**src/rtl/sktbl_ram.sv**
```systemverilog
// Generic single-write, single-read synchronous RAM with a registered read.
// Stand-alone; no package needed.
`timescale 1ns / 1ps

module sktbl_ram #(
    parameter int WIDTH = 8,
    parameter int DEPTH = 16
) (
    input  logic                     aclk,
    input  logic                     we,
    input  logic [$clog2(DEPTH)-1:0] waddr,
    input  logic [WIDTH-1:0]         wdata,
    input  logic                     re,
    input  logic [$clog2(DEPTH)-1:0] raddr,
    output logic [WIDTH-1:0]         rdata
);

    logic [WIDTH-1:0] mem [DEPTH];

    // Write port and registered read port
    always_ff @(posedge aclk) begin
        if (we) begin
            mem[waddr] <= wdata;
        end
        if (re) begin
            rdata <= mem[raddr];
        end
    end

endmodule

```
**config.mk**
```make
export PLATFORM = sky130hd
export DESIGN_NAME = sktbl_ram
export DESIGN_NICKNAME = d
export VERILOG_FILES = /design/src/rtl/sktbl_ram.sv
export SDC_FILE = /design/constraint.sdc
export NUM_CORES = 1
export LEC_CHECK = 0
export ABC_AREA = 0
export BUFFER_PORTS_ARGS = -buffer_cell sky130_fd_sc_hd__buf_2
export CAP_MARGIN = 20
export CORE_ASPECT_RATIO = 0.8
export CORE_MARGIN = 1.5
export CORE_UTILIZATION = 54
export DETAILED_ROUTE_END_ITERATION = 12
export GPL_ROUTABILITY_DRIVEN = 1
export PLACE_DENSITY = 0.74
export REMOVE_ABC_BUFFERS = 1
export SETUP_SLACK_MARGIN = 0.02
export SKIP_CTS_REPAIR_TIMING = 1
export SLEW_MARGIN = 20
export SYNTH_ARGS = -nofsm -noshare
export SYNTH_HDL_FRONTEND = slang
export SYNTH_SLANG_ARGS = --single-unit
```
**constraint.sdc**
```tcl
create_clock -name aclk -period 1.7 [get_ports aclk]
set_input_delay 0.17 -clock aclk [delete_from_list [all_inputs] [get_ports aclk]]
set_output_delay 0.17 -clock aclk [all_outputs]
set_load 0.01 [all_outputs]
```
==> After elaboration in Yosys (flattened, before gate mapping) <==
Memory sizes are Yosys's and may differ from the RTL's. A register that Yosys moved wholly into a read port is not among the register bits.
Cells that the tools add are included.
W data, S select, Z words.
{ "totals": {"n_memories": 1, "input_bits": 19, "ram_bits": 128, "regBits": 0} }
{ "classes": {"mux": 2} }
{ "mem_list": {"columns": ["name", "depth", "width", "rd", "rd_ports_with_merged_regs", "wr", "line_no", "source"], "rows": [
  ["mem", 16, 8, 1, 1, 1, "18", "logic [WIDTH-1:0] mem [DEPTH];"]
]} }
{ "op_table": {"columns": ["op", "n"], "rows": [
  ["$mux W1", 2]
]} }

==> Longest topological paths before layout <==
Gate-level depths: netlist of run 1.
{ "depth": {"word_depth": 2, "depth_mapped": 5, "ltp_nobuf": 3} }

==> Worst setup path before layout of run 1 <==
Ideal clock, no wire load.
{ "synth_timing": {"path_kind": "input -> register", "from": "in waddr[2]", "to": "mem mem[0][0] (enable)", "path_slack_ns": 0.037, "n_path_buf": 0, "setup_time_ns": 0.383, "arrival_time_ns": 1.280, "cell_stages": 2, "cell_sequence": "or3b_2 > nor3_1"} }
{ "synth_rtl": {"columns": ["element", "line_no", "source"], "rows": [
  ["from (decl)", "11", "input logic [$clog2(DEPTH)-1:0] waddr,"],
  ["to (decl)", "18", null]
]} }
No word-level cell before the write port.

==> key figures, run 1 <==
Placement
  – Port bufs: 26
  – Setup WS pre-CTS: 0.005687 ns
  – GPL Wtd Cong: 0.7258
  – DPL Wire Length: 6.036 mm

Setup path
  – Slowest cell on the critical path: mux4_1
  – Largest delay contributor family on the critical path: multiplexers
  – Critical path buffer and inverter count: 0
  – Crit Path Max Fanout: 1
  – Critical path class: reg2reg
  – Critical Path RT: 1.85 ns
  – Critical path launch point type: flip-flop
  – WP data arrival: 1.59 ns
  – Crit path largest cell delay: 0.52 ns
  – CP endpoint kind: flip-flop
  – Flop-to-flop setup slack: 0.26 ns
  – Worst path cell trace: mux4_1 -> a22oi_1 -> nand2_1

Cells and area
  – Fillers: 579
  – Final #Nets: 305
  – Final core occ: 67.73%
  – Synth-to-layout area growth: 19.60%
  – Ant diodes: 0
  – Share of layout cells above drive strength 1: 31.44%

Power and ir drop
  – LEAKAGE: 0.002135 uW
  – Peak supply drop: 1.371 mV
  – PD cells: 1284 nW/um^2

Clock network
  – CTS tree: built
  – Max clock buf depth: 2
  – H-tree depth: 4
  – Root Driver: clkbuf_16
  – CTS buffer count: 17
  – Worst-path clk slew: 0.06 ns
  – Clock Sinks: 136
  – Worst-Skew Late Latency: 0.41 ns

Routing
  – DR pass1 iterations: 4
  – Vias/cell: 5.937
  – Detail Route Antenna Nets: 0
  – WL final: 9.420 mm
  – Initial DRC count: 180
  – DR vias: 2458
  – DRC viols: 0
  – Post-DR wirelength/cell: 22.75 um

Synthesis
  – Register area share after synthesis: 78.12%
  – Synthesized cell area: 5228 um^2
  – Syn avg cell area: 22.83 um^2
  – Warnings, synthesis: 0
  – Synth Instances: 229
  – Yosys cell types: 18
  – Seq cells post-synth: 136

Timing
  – Final Skew: 0.005110 ns
  – Final hold slack: 0.1259 ns
  – Slew HR: 75.87%
  – RSZ-0062 raised after global routing: no
  – Fin crit share: 84.76%
  – Hold Vio Cnt, Final: 0
  – Max Freq: 0.6940 GHz
  – Final Setup Violations: 0
  – Post-route setup slack: 0.2592 ns
  – Worst Tran Pin Value: 0.3619 ns
  – Tmin final: 1.441 ns
  – Slew Viols, Final: 0
  – Total Neg Setup Slack: 0 ns

Die
  – Starting Density: 56.63%
  – Rows: 31
  – Die Y: 91 um
  – Boundary Pins: 27
  – Die width: 113.0 um
  – Core ar.: 9231 um^2
  – Die area: 10280 um^2

Hold path
  – Worst min path class: in2reg

GRT
  – First-pass GRT wire length: 14.52 mm
  – Initial antenna violation count: 0
  – GRT Util Overall: 20.42%
  – Number of global-route vias before repair: 2558
  – Pin count of the biggest net entering global routing: 33
  – Overflow after GRT: 0

Run status
  – Run status: completed

Job
  – Max cap viols: 0
==> cells in the mapped netlist, drive strengths merged <==
| cell | instances | area share, % |
|---|---|---|
| edfxtp | 136 | 78 |
| mux4 | 32 | 15 |
| a22oi | 16 | 2.3 |
| nor2 | 13 | 0.93 |
| nand2 | 9 | 0.65 |
| buf | 7 | 1.1 |
| nor3 | 4 | 0.38 |
| clkdlybuf4s25 | 3 | 0.57 |
| nand2b | 2 | 0.24 |
| nand3b | 2 | 0.29 |
| and2 | 1 | 0.12 |
| and2b | 1 | 0.14 |
| nand3 | 1 | 0.096 |
| nor2b | 1 | 0.12 |
| or3b | 1 | 0.17 |
==> logic make-up (layout without fill, tap and decap cells) <==
family | after synthesis | after routing | synth area share [%]
DFF | 136 | 136 | 78.12
AOI/OAI and AO/OA | 16 | 16 | 2.298
buffers and inverters | 10 | 80 | 1.651
and+or+nand+nor | 35 | 35 | 3.136
muxes | 32 | 32 | 14.79
==> placed cells by master (no fill, tap or decap), types with 3 or more instances in the layout <==
master and n:
edfxtp_1 136, buf_2 26, buf_4 19, mux4_2 18
clkbuf_16 17, a22oi_1 16, mux4_1 14, nor2_1 13
nand2_1 9, bufinv_16 5, nor3_1 4, clkinv_1 4
clkinvlp_4 3, buf_12 3
==> cell type report <==
cell class                 instances  area [um^2]  area share [%]
sequential                       136         4084           65.32
multi-input combinational         83         1057           16.91
clock buffer                      18        429.2           6.864
timing repair buffer              48        332.8           5.323
clock inverter                    14        205.2           3.282
tap                              115        143.9           2.301
==> routing by layer <==
| layer | routed length [um] | GRT usage (%) | up-vias |
|---|---|---|---|
| met5 | 0 | 0 | - |
| met4 | 44 | 5.000 | 0 |
| met3 | 826 | 7.276 | 4 |
| met2 | 4516 | 30.35 | 103 |
| met1 | 4033 | 29.56 | 1254 |
| li1 | - | - | 1097 |
==> final timing paths <==
| kind | start | endpoint | cells after the start |
|---|---|---|---|
| hold / removal | re | rdata[7] | 1 |
| setup / recovery | mem[10][3] | rdata[3] | 3 |
| hold reg to reg | mem[15][7] | rdata[7] | 3 |
| setup reg to reg | mem[10][3] | rdata[3] | 3 |
==> power breakdown <==
part           switching [uW]  internal [uW]
Combinational             194            155
Sequential               21.1           3780
Clock                    1300           2580
Total                    1510           6520
==> metrics by stage <==
| step | std cells | instance area [um^2] | power, uW |
|---|---|---|---|
| finish | 414 | 6252 | 8029 |
| CTS | 414 | 6252 | 8097 |
| global route | 414 | 6252 | 8275 |
| floorplan | 219 | 5141 | 4021 |
| detailed placement | 382 | 5618 | 4224 |
| global placement | 382 | 5618 | 4211 |
==> state kept, by name, summed over array words and instances (netlist names) <==
| signal | cells |
|---|---|
| mem | 128 |
| rdata | 8 |
(Power assumes the default switching activity.)
==> run 2: changes to the inputs <==
==> constraint.sdc (replaced) <==
create_clock -name aclk -period 1.25 [get_ports aclk]
set_input_delay 0.125 -clock aclk [delete_from_list [all_inputs] [get_ports aclk]]
set_output_delay 0.125 -clock aclk [all_outputs]
set_load 0.01 [all_outputs]
==> run 2 against run 1 <==
Against the previous run: the run now ends with setup timing left; combinational power grew 46%; first-iteration DRC count grew 45%; setup slack lost 0.44 ns; wire length grew 3.7%; critical path depth is the same; highest routed layer unchanged.
==> key figures, run 2 (synthesized netlist as in run 1, its figures left out) <==
Run status
  – Run status: complete, but fails checks
  – Failing checks: setup timing

Clock network
  – Clock Sinks: 136 (unchanged)
  – CTS buffer count: 17 (unchanged)
  – Max clock buf depth: 2 (unchanged)
  – Worst-path clk slew: 0.05 ns (about the same)
  – Worst-Skew Late Latency: 0.41 ns (about the same)
  – CTS tree: built
  – Root Driver: clkbuf_16
  – H-tree depth: 4 (unchanged)

Timing
  – Hold Vio Cnt, Final: 0 (unchanged)
  – Final Setup Violations: 8 (+8)
  – Post-route setup slack: -0.1801 ns (-0.4393 ns)
  – Final Skew: 0.007549 ns (+0.002439 ns)
  – Max Freq: 0.6993 GHz (+0.75%)
  – Slew HR: 38.44% (-37 points)
  – Total Neg Setup Slack: -1.134 ns (-1.134 ns)
  – Worst Tran Pin Value: 0.9215 ns (+0.5596 ns)
  – Final hold slack: 0.08264 ns (-0.04327 ns)
  – Slew Viols, Final: 0 (unchanged)
  – Tmin final: 1.430 ns (-0.01074 ns)
  – Fin crit share: 114.4% (+30 points)
  – RSZ-0062 raised after global routing: yes

Cells and area
  – Max reg flops: 128 (unchanged)
  – Register with the highest flop count: mem
  – Top flop regs: mem: 128 flops, rdata: 8 flops
  – Finished Layout Cells: 415 (+0.24%)
  – Synth-to-layout area growth: 18.36%
  – Ant diodes: 0 (unchanged)
  – Final #Nets: 306 (+0.33%)
  – Share of layout cells above drive strength 1: 37.33% (+5.9 points)
  – Commonest cells after routing, fill and taps aside: edfxtp_1, mux4_2, buf_2
  – Most common cell after layout, fill and taps aside: edfxtp_1
  – Final core occ: 67.02% (-0.70 points)
  – Fillers: 603 (+4.1%)

Setup path
  – Critical path class: reg2reg
  – Reg2Reg Depth: 3 (unchanged)
  – WP data arrival: 1.58 ns (about the same)
  – CP endpoint kind: flip-flop
  – Critical path launch point type: flip-flop
  – Crit Path Max Fanout: 1 (unchanged)
  – Critical Path RT: 1.40 ns (-0.45 ns)

GRT
  – Initial antenna violation count: 0 (unchanged)
  – First-pass GRT wire length: 14.96 mm (+3.0%)
  – GRT Util Overall: 20.82% (+0.40 points)
  – Pin count of the biggest net entering global routing: 23 (-30%)
  – Overflow after GRT: 0 (unchanged)
  – Number of global-route vias before repair: 2654 (+3.8%)

Placement
  – Port bufs: 26 (unchanged)
  – DP Cell Count: 383 (+0.26%)
  – GPL Wtd Cong: 0.7153 (-1.4%)
  – DPL Wire Length: 6.066 mm (+0.50%)

Routing
  – DR vias: 2479 (+0.85%)
  – DRC viols: 0 (unchanged)
  – Initial DRC count: 261 (+45%)
  – WL final: 9.765 mm (+3.7%)
  – Detail Route Antenna Nets: 0 (unchanged)
  – Post-DR wirelength/cell: 23.53 um (+3.4%)
  – DR pass1 iterations: 4 (unchanged)
  – Vias/cell: 5.973 (+0.61%)

Die
  – Die Y: 91 um (unchanged)
  – Die width: 113.0 um (unchanged)
  – Rows: 31 (unchanged)
  – Core ar.: 9231 um^2 (unchanged)
  – Starting Density: 56.63% (unchanged)
  – Boundary Pins: 27 (unchanged)
  – Die area: 10280 um^2 (unchanged)

Power and ir drop
  – Switching part of the total: 19.14% (+0.31 points)
  – LEAKAGE: 0.002067 uW (-3.2%)
  – P_int: 8459 uW (+30%)
  – Peak supply drop: 1.020 mV (-26%)
  – Part of the power in registers: 49.4% (+2.1 points)
  – Combinational fraction of design power: 4.9% (+0.6 points)
  – Total power: 10460 uW (+30%)
  – PD cells: 1691 nW/um^2 (+32%)
  – NetSw: 2002 uW (+32%)
  – Clk pwr share: 45.7% (-2.6 points)

Hold path
  – Worst min path class: in2reg
  – Worst hold stages: 1 (unchanged)

Job
  – Max cap viols: 0 (unchanged)
[run 2: changes by cell type in the layout (fill, tap and decap cells not counted), sizes merged]
cell,change
clkbuf,+3
bufinv,-2
buf,+1
clkinvlp,-1
[run 2: metrics by stage]
step	worst slack, ns	instance area [um^2]
final	-0.1801	6187
after global routing	-0.2078	6187
after CTS	-0.2465	6183
after detailed placement	-0.4730	5613
after global placement	-0.4459	5613
after floorplan	-0.3679	5141
[run 2: worst paths after layout]
check	from	to	slack (ns)
min	re	rdata[3]	0.08
max	mem[10][4]	rdata[4]	-0.18
max reg2reg	mem[10][4]	rdata[4]	-0.18
min reg2reg	mem[6][5]	rdata[5]	0.76
[run 2: cell type report]
type | instances | area, um^2 | share of cell area (%)
clock buffer | 21 | 440.4 | 7.118
clock inverter | 11 | 130.1 | 2.103
multi-input combinational | 83 | 1061 | 17.15
sequential | 136 | 4084 | 66.01
tap | 115 | 143.9 | 2.326
timing repair buffer | 49 | 327.8 | 5.298
[run 2: routing by layer]
| layer | vias to the layer above | part of all wire [%] | GRT usage [%] |
|---|---|---|---|
| met5 | - | 0 | 0 |
| met4 | 0 | 0.89 | 7.292 |
| met3 | 8 | 5.9 | 6.008 |
| met2 | 82 | 48 | 31.97 |
| met1 | 1299 | 45 | 29.08 |
| li1 | 1090 | - | - |
[run 2: power by group through the flow]
stage	Clock (uW)	Sequential [uW]	Combinational [uW]
6_report	4780	5170	509
5_1_grt	5040	5180	553
4_1_cts	4850	5170	488
3_5_place_dp	0	5260	481
3_3_place_gp	0	5260	469
2_1_floorplan	0	5260	205
[run 2: critical path, stage by stage, from the launching register on]
cell      delay, ns
edfxtp_1       0.38
mux4_2         0.48
a22oi_2        0.23
nand2_1        0.08
==> run 3: changes to the inputs <==
--- a/config.mk
+++ b/config.mk
@@ -11,9 +11,10 @@
 export CORE_ASPECT_RATIO = 0.8
 export CORE_MARGIN = 1.5
 export CORE_UTILIZATION = 54
+export CTS_CLUSTER_SIZE = 14
 export DETAILED_ROUTE_END_ITERATION = 12
 export GPL_ROUTABILITY_DRIVEN = 1
-export PLACE_DENSITY = 0.74
+export PLACE_DENSITY = 0.82
 export REMOVE_ABC_BUFFERS = 1
 export SETUP_SLACK_MARGIN = 0.02
 export SKIP_CTS_REPAIR_TIMING = 1
==> run 3 against run 2 <==
Against the previous run: the run still ends with setup timing left; flip-flop and latch count did not move; non-clock buffer count rose by 1; fmax fell by 5.2%; final area rose by 1.5%; die area did not move; critical endpoint is now rdata[3].
==> key figures, run 3 (synthesized netlist as in run 1, its figures left out) <==
Setup path
  – WP data arrival: 1.66 ns (+0.08 ns)
  – Critical path class: reg2reg
  – Crit path largest cell delay: 0.49 ns (about the same)
  – CP Depth: 3 (unchanged)
  – Critical Path RT: 1.40 ns (about the same)
  – Worst path cell trace: mux4_2 -> a22oi_2 -> nand2_1
  – R2R Path Start: mem[2][3]
  – Slowest cell on the critical path: mux4_2
  – Critical Path Source: mem[2][3]
  – Reg2Reg Depth: 3 (unchanged)
  – Crit Path Max Fanout: 1 (unchanged)
  – Critical path launch point type: flip-flop
  – Largest delay contributor family on the critical path: multiplexers
  – Critical path buffer and inverter count: 0 (unchanged)
  – CP endpoint kind: flip-flop

GRT
  – GRT Util Overall: 23.16% (+2.3 points)
  – Pin count of the biggest net entering global routing: 27 (+17%)
  – First-pass GRT wire length: 16.25 mm (+8.6%)
  – Initial antenna violation count: 0 (unchanged)
  – Overflow after GRT: 0 (unchanged)
  – Number of global-route vias before repair: 2636 (-0.68%)

Clock network
  – Worst-Skew Late Latency: 0.41 ns (about the same)
  – Root Driver: clkbuf_16
  – Max clock buf depth: 2 (unchanged)
  – CTS tree: built
  – Clock Sinks: 136 (unchanged)
  – Worst-path clk slew: 0.06 ns (about the same)
  – CTS buffer count: 17 (unchanged)
  – H-tree depth: 4 (unchanged)

Timing
  – Post-route setup slack: -0.2593 ns (-0.07921 ns)
  – Fin crit share: 120.7% (+6.3 points)
  – Hold Vio Cnt, Final: 0 (unchanged)
  – Max Freq: 0.6626 GHz (-5.2%)
  – RSZ-0062 raised after global routing: yes
  – Final Setup Violations: 8 (unchanged)
  – Tmin final: 1.509 ns (+0.07921 ns)
  – Slew Viols, Final: 0 (unchanged)
  – Worst Tran Pin Value: 0.8183 ns (-0.1032 ns)
  – Slew HR: 45.34% (+6.9 points)
  – Final Skew: 0.01001 ns (+0.002458 ns)

Routing
  – Post-DR wirelength/cell: 25.58 um (+8.7%)
  – WL final: 10.64 mm (+9.0%)
  – DRC viols: 0 (unchanged)
  – Detail Route Antenna Nets: 0 (unchanged)
  – DR vias: 2562 (+3.3%)
  – Initial DRC count: 317 (+21%)
  – Vias/cell: 6.159 (+3.1%)
  – DR pass1 iterations: 5 (+1)

Cells and area
  – Final #Nets: 307 (+0.33%)
  – Register with the highest flop count: mem
  – Share of layout cells above drive strength 1: 36.88% (-0.46 points)
  – Finished Cell Area: 6279 um^2 (+1.5%)
  – Ant diodes: 0 (unchanged)
  – FF+latch area: 4084 um^2 (unchanged)
  – Top flop regs: mem: 128 flops, rdata: 8 flops
  – Commonest cells after routing, fill and taps aside: edfxtp_1, mux4_2, buf_2
  – Finished Layout Cells: 416 (+0.24%)
  – Fillers: 577 (-4.3%)
  – Synth-to-layout area growth: 20.11%
  – Max reg flops: 128 (unchanged)
  – Multi-input logic area: 1057 um^2 (-0.35%)
  – Most common cell after layout, fill and taps aside: edfxtp_1

Placement
  – DP Cell Count: 384 (+0.26%)
  – GPL Wtd Cong: 0.7551 (+5.6%)
  – Port bufs: 26 (unchanged)
  – Setup WS pre-CTS: -0.4587 ns (+0.01437 ns)
  – Placed cell areas: 5620 um^2 (+0.13%)
  – DPL Wire Length: 6.330 mm (+4.3%)

Hold path
  – Worst hold stages: 1 (unchanged)
  – Hold_sp: re
  – Worst min path class: in2reg

Die
  – Die width: 113.0 um (unchanged)
  – Die area: 10280 um^2 (unchanged)
  – Starting Density: 56.63% (unchanged)
  – Die Y: 91 um (unchanged)
  – Core ar.: 9231 um^2 (unchanged)
  – Rows: 31 (unchanged)
  – Boundary Pins: 27 (unchanged)

Run status
  – Failing checks: setup timing
  – Run status: complete, but fails checks

Job
  – Max cap viols: 0 (unchanged)

Power and ir drop
  – Peak supply drop: 1.670 mV (+64%)
  – PD cells: 1786 nW/um^2 (+5.6%)
  – LEAKAGE: 0.002125 uW (+2.8%)
-- run 3: report_power, final --
| group | leakage, uW | switching (uW) | internal [uW] |
|---|---|---|---|
| clock | 0.000313 | 1790 | 3730 |
| sequential | 0.00124 | 29.6 | 5140 |
| combinational | 0.000576 | 298 | 220 |
| total | 0.00212 | 2120 | 9090 |
-- run 3: layout make-up --
cell class / instances / share of cell area [%]
multi-input cells: 83 / 16.84
clock buffers: 19 / 6.895
well taps: 115 / 2.292
flip-flops and latches: 136 / 65.05
repair buffers: 50 / 5.341
clock inverters: 13 / 3.587
-- run 3: final timing paths --
| kind | end | slack (ns) |
|---|---|---|
| max | rdata[3] | -0.26 |
| min reg2reg | rdata[0] | 0.77 |
| max reg2reg | rdata[3] | -0.26 |
| min | rdata[4] | 0.08 |
-- run 3: stage by stage --
| stage | util [%] | TNS, ns | total power (uW) | hold slack, ns |
|---|---|---|---|---|
| floorplan | - | -7.482 | 5469 | 0.2239 |
| global placement | 60.88 | -6.546 | 5725 | 0.4937 |
| detailed placement | 60.88 | -8.911 | 5754 | 0.5013 |
| CTS | 68.01 | -1.877 | 11250 | 0.07665 |
| global route | 68.01 | -1.867 | 11500 | 0.07098 |
| finish | 68.01 | -1.533 | 11210 | 0.08158 |
-- run 3: metal layers --
layer / up-vias / part of all wire [%] / GRT usage (%)
met1: 1331 / 42 / 31.40
met3: 12 / 7.0 / 6.742
li1: 1091 / - / -
met4: 0 / 1.4 / 6.250
met5: - / 0 / 0
met2: 128 / 50 / 37.47
-- run 3: worst reg2reg max path: stages (launching register included) --
cell	delay, ns
edfxtp_1	0.40
mux4_2	0.49
a22oi_2	0.26
nand2_1	0.10
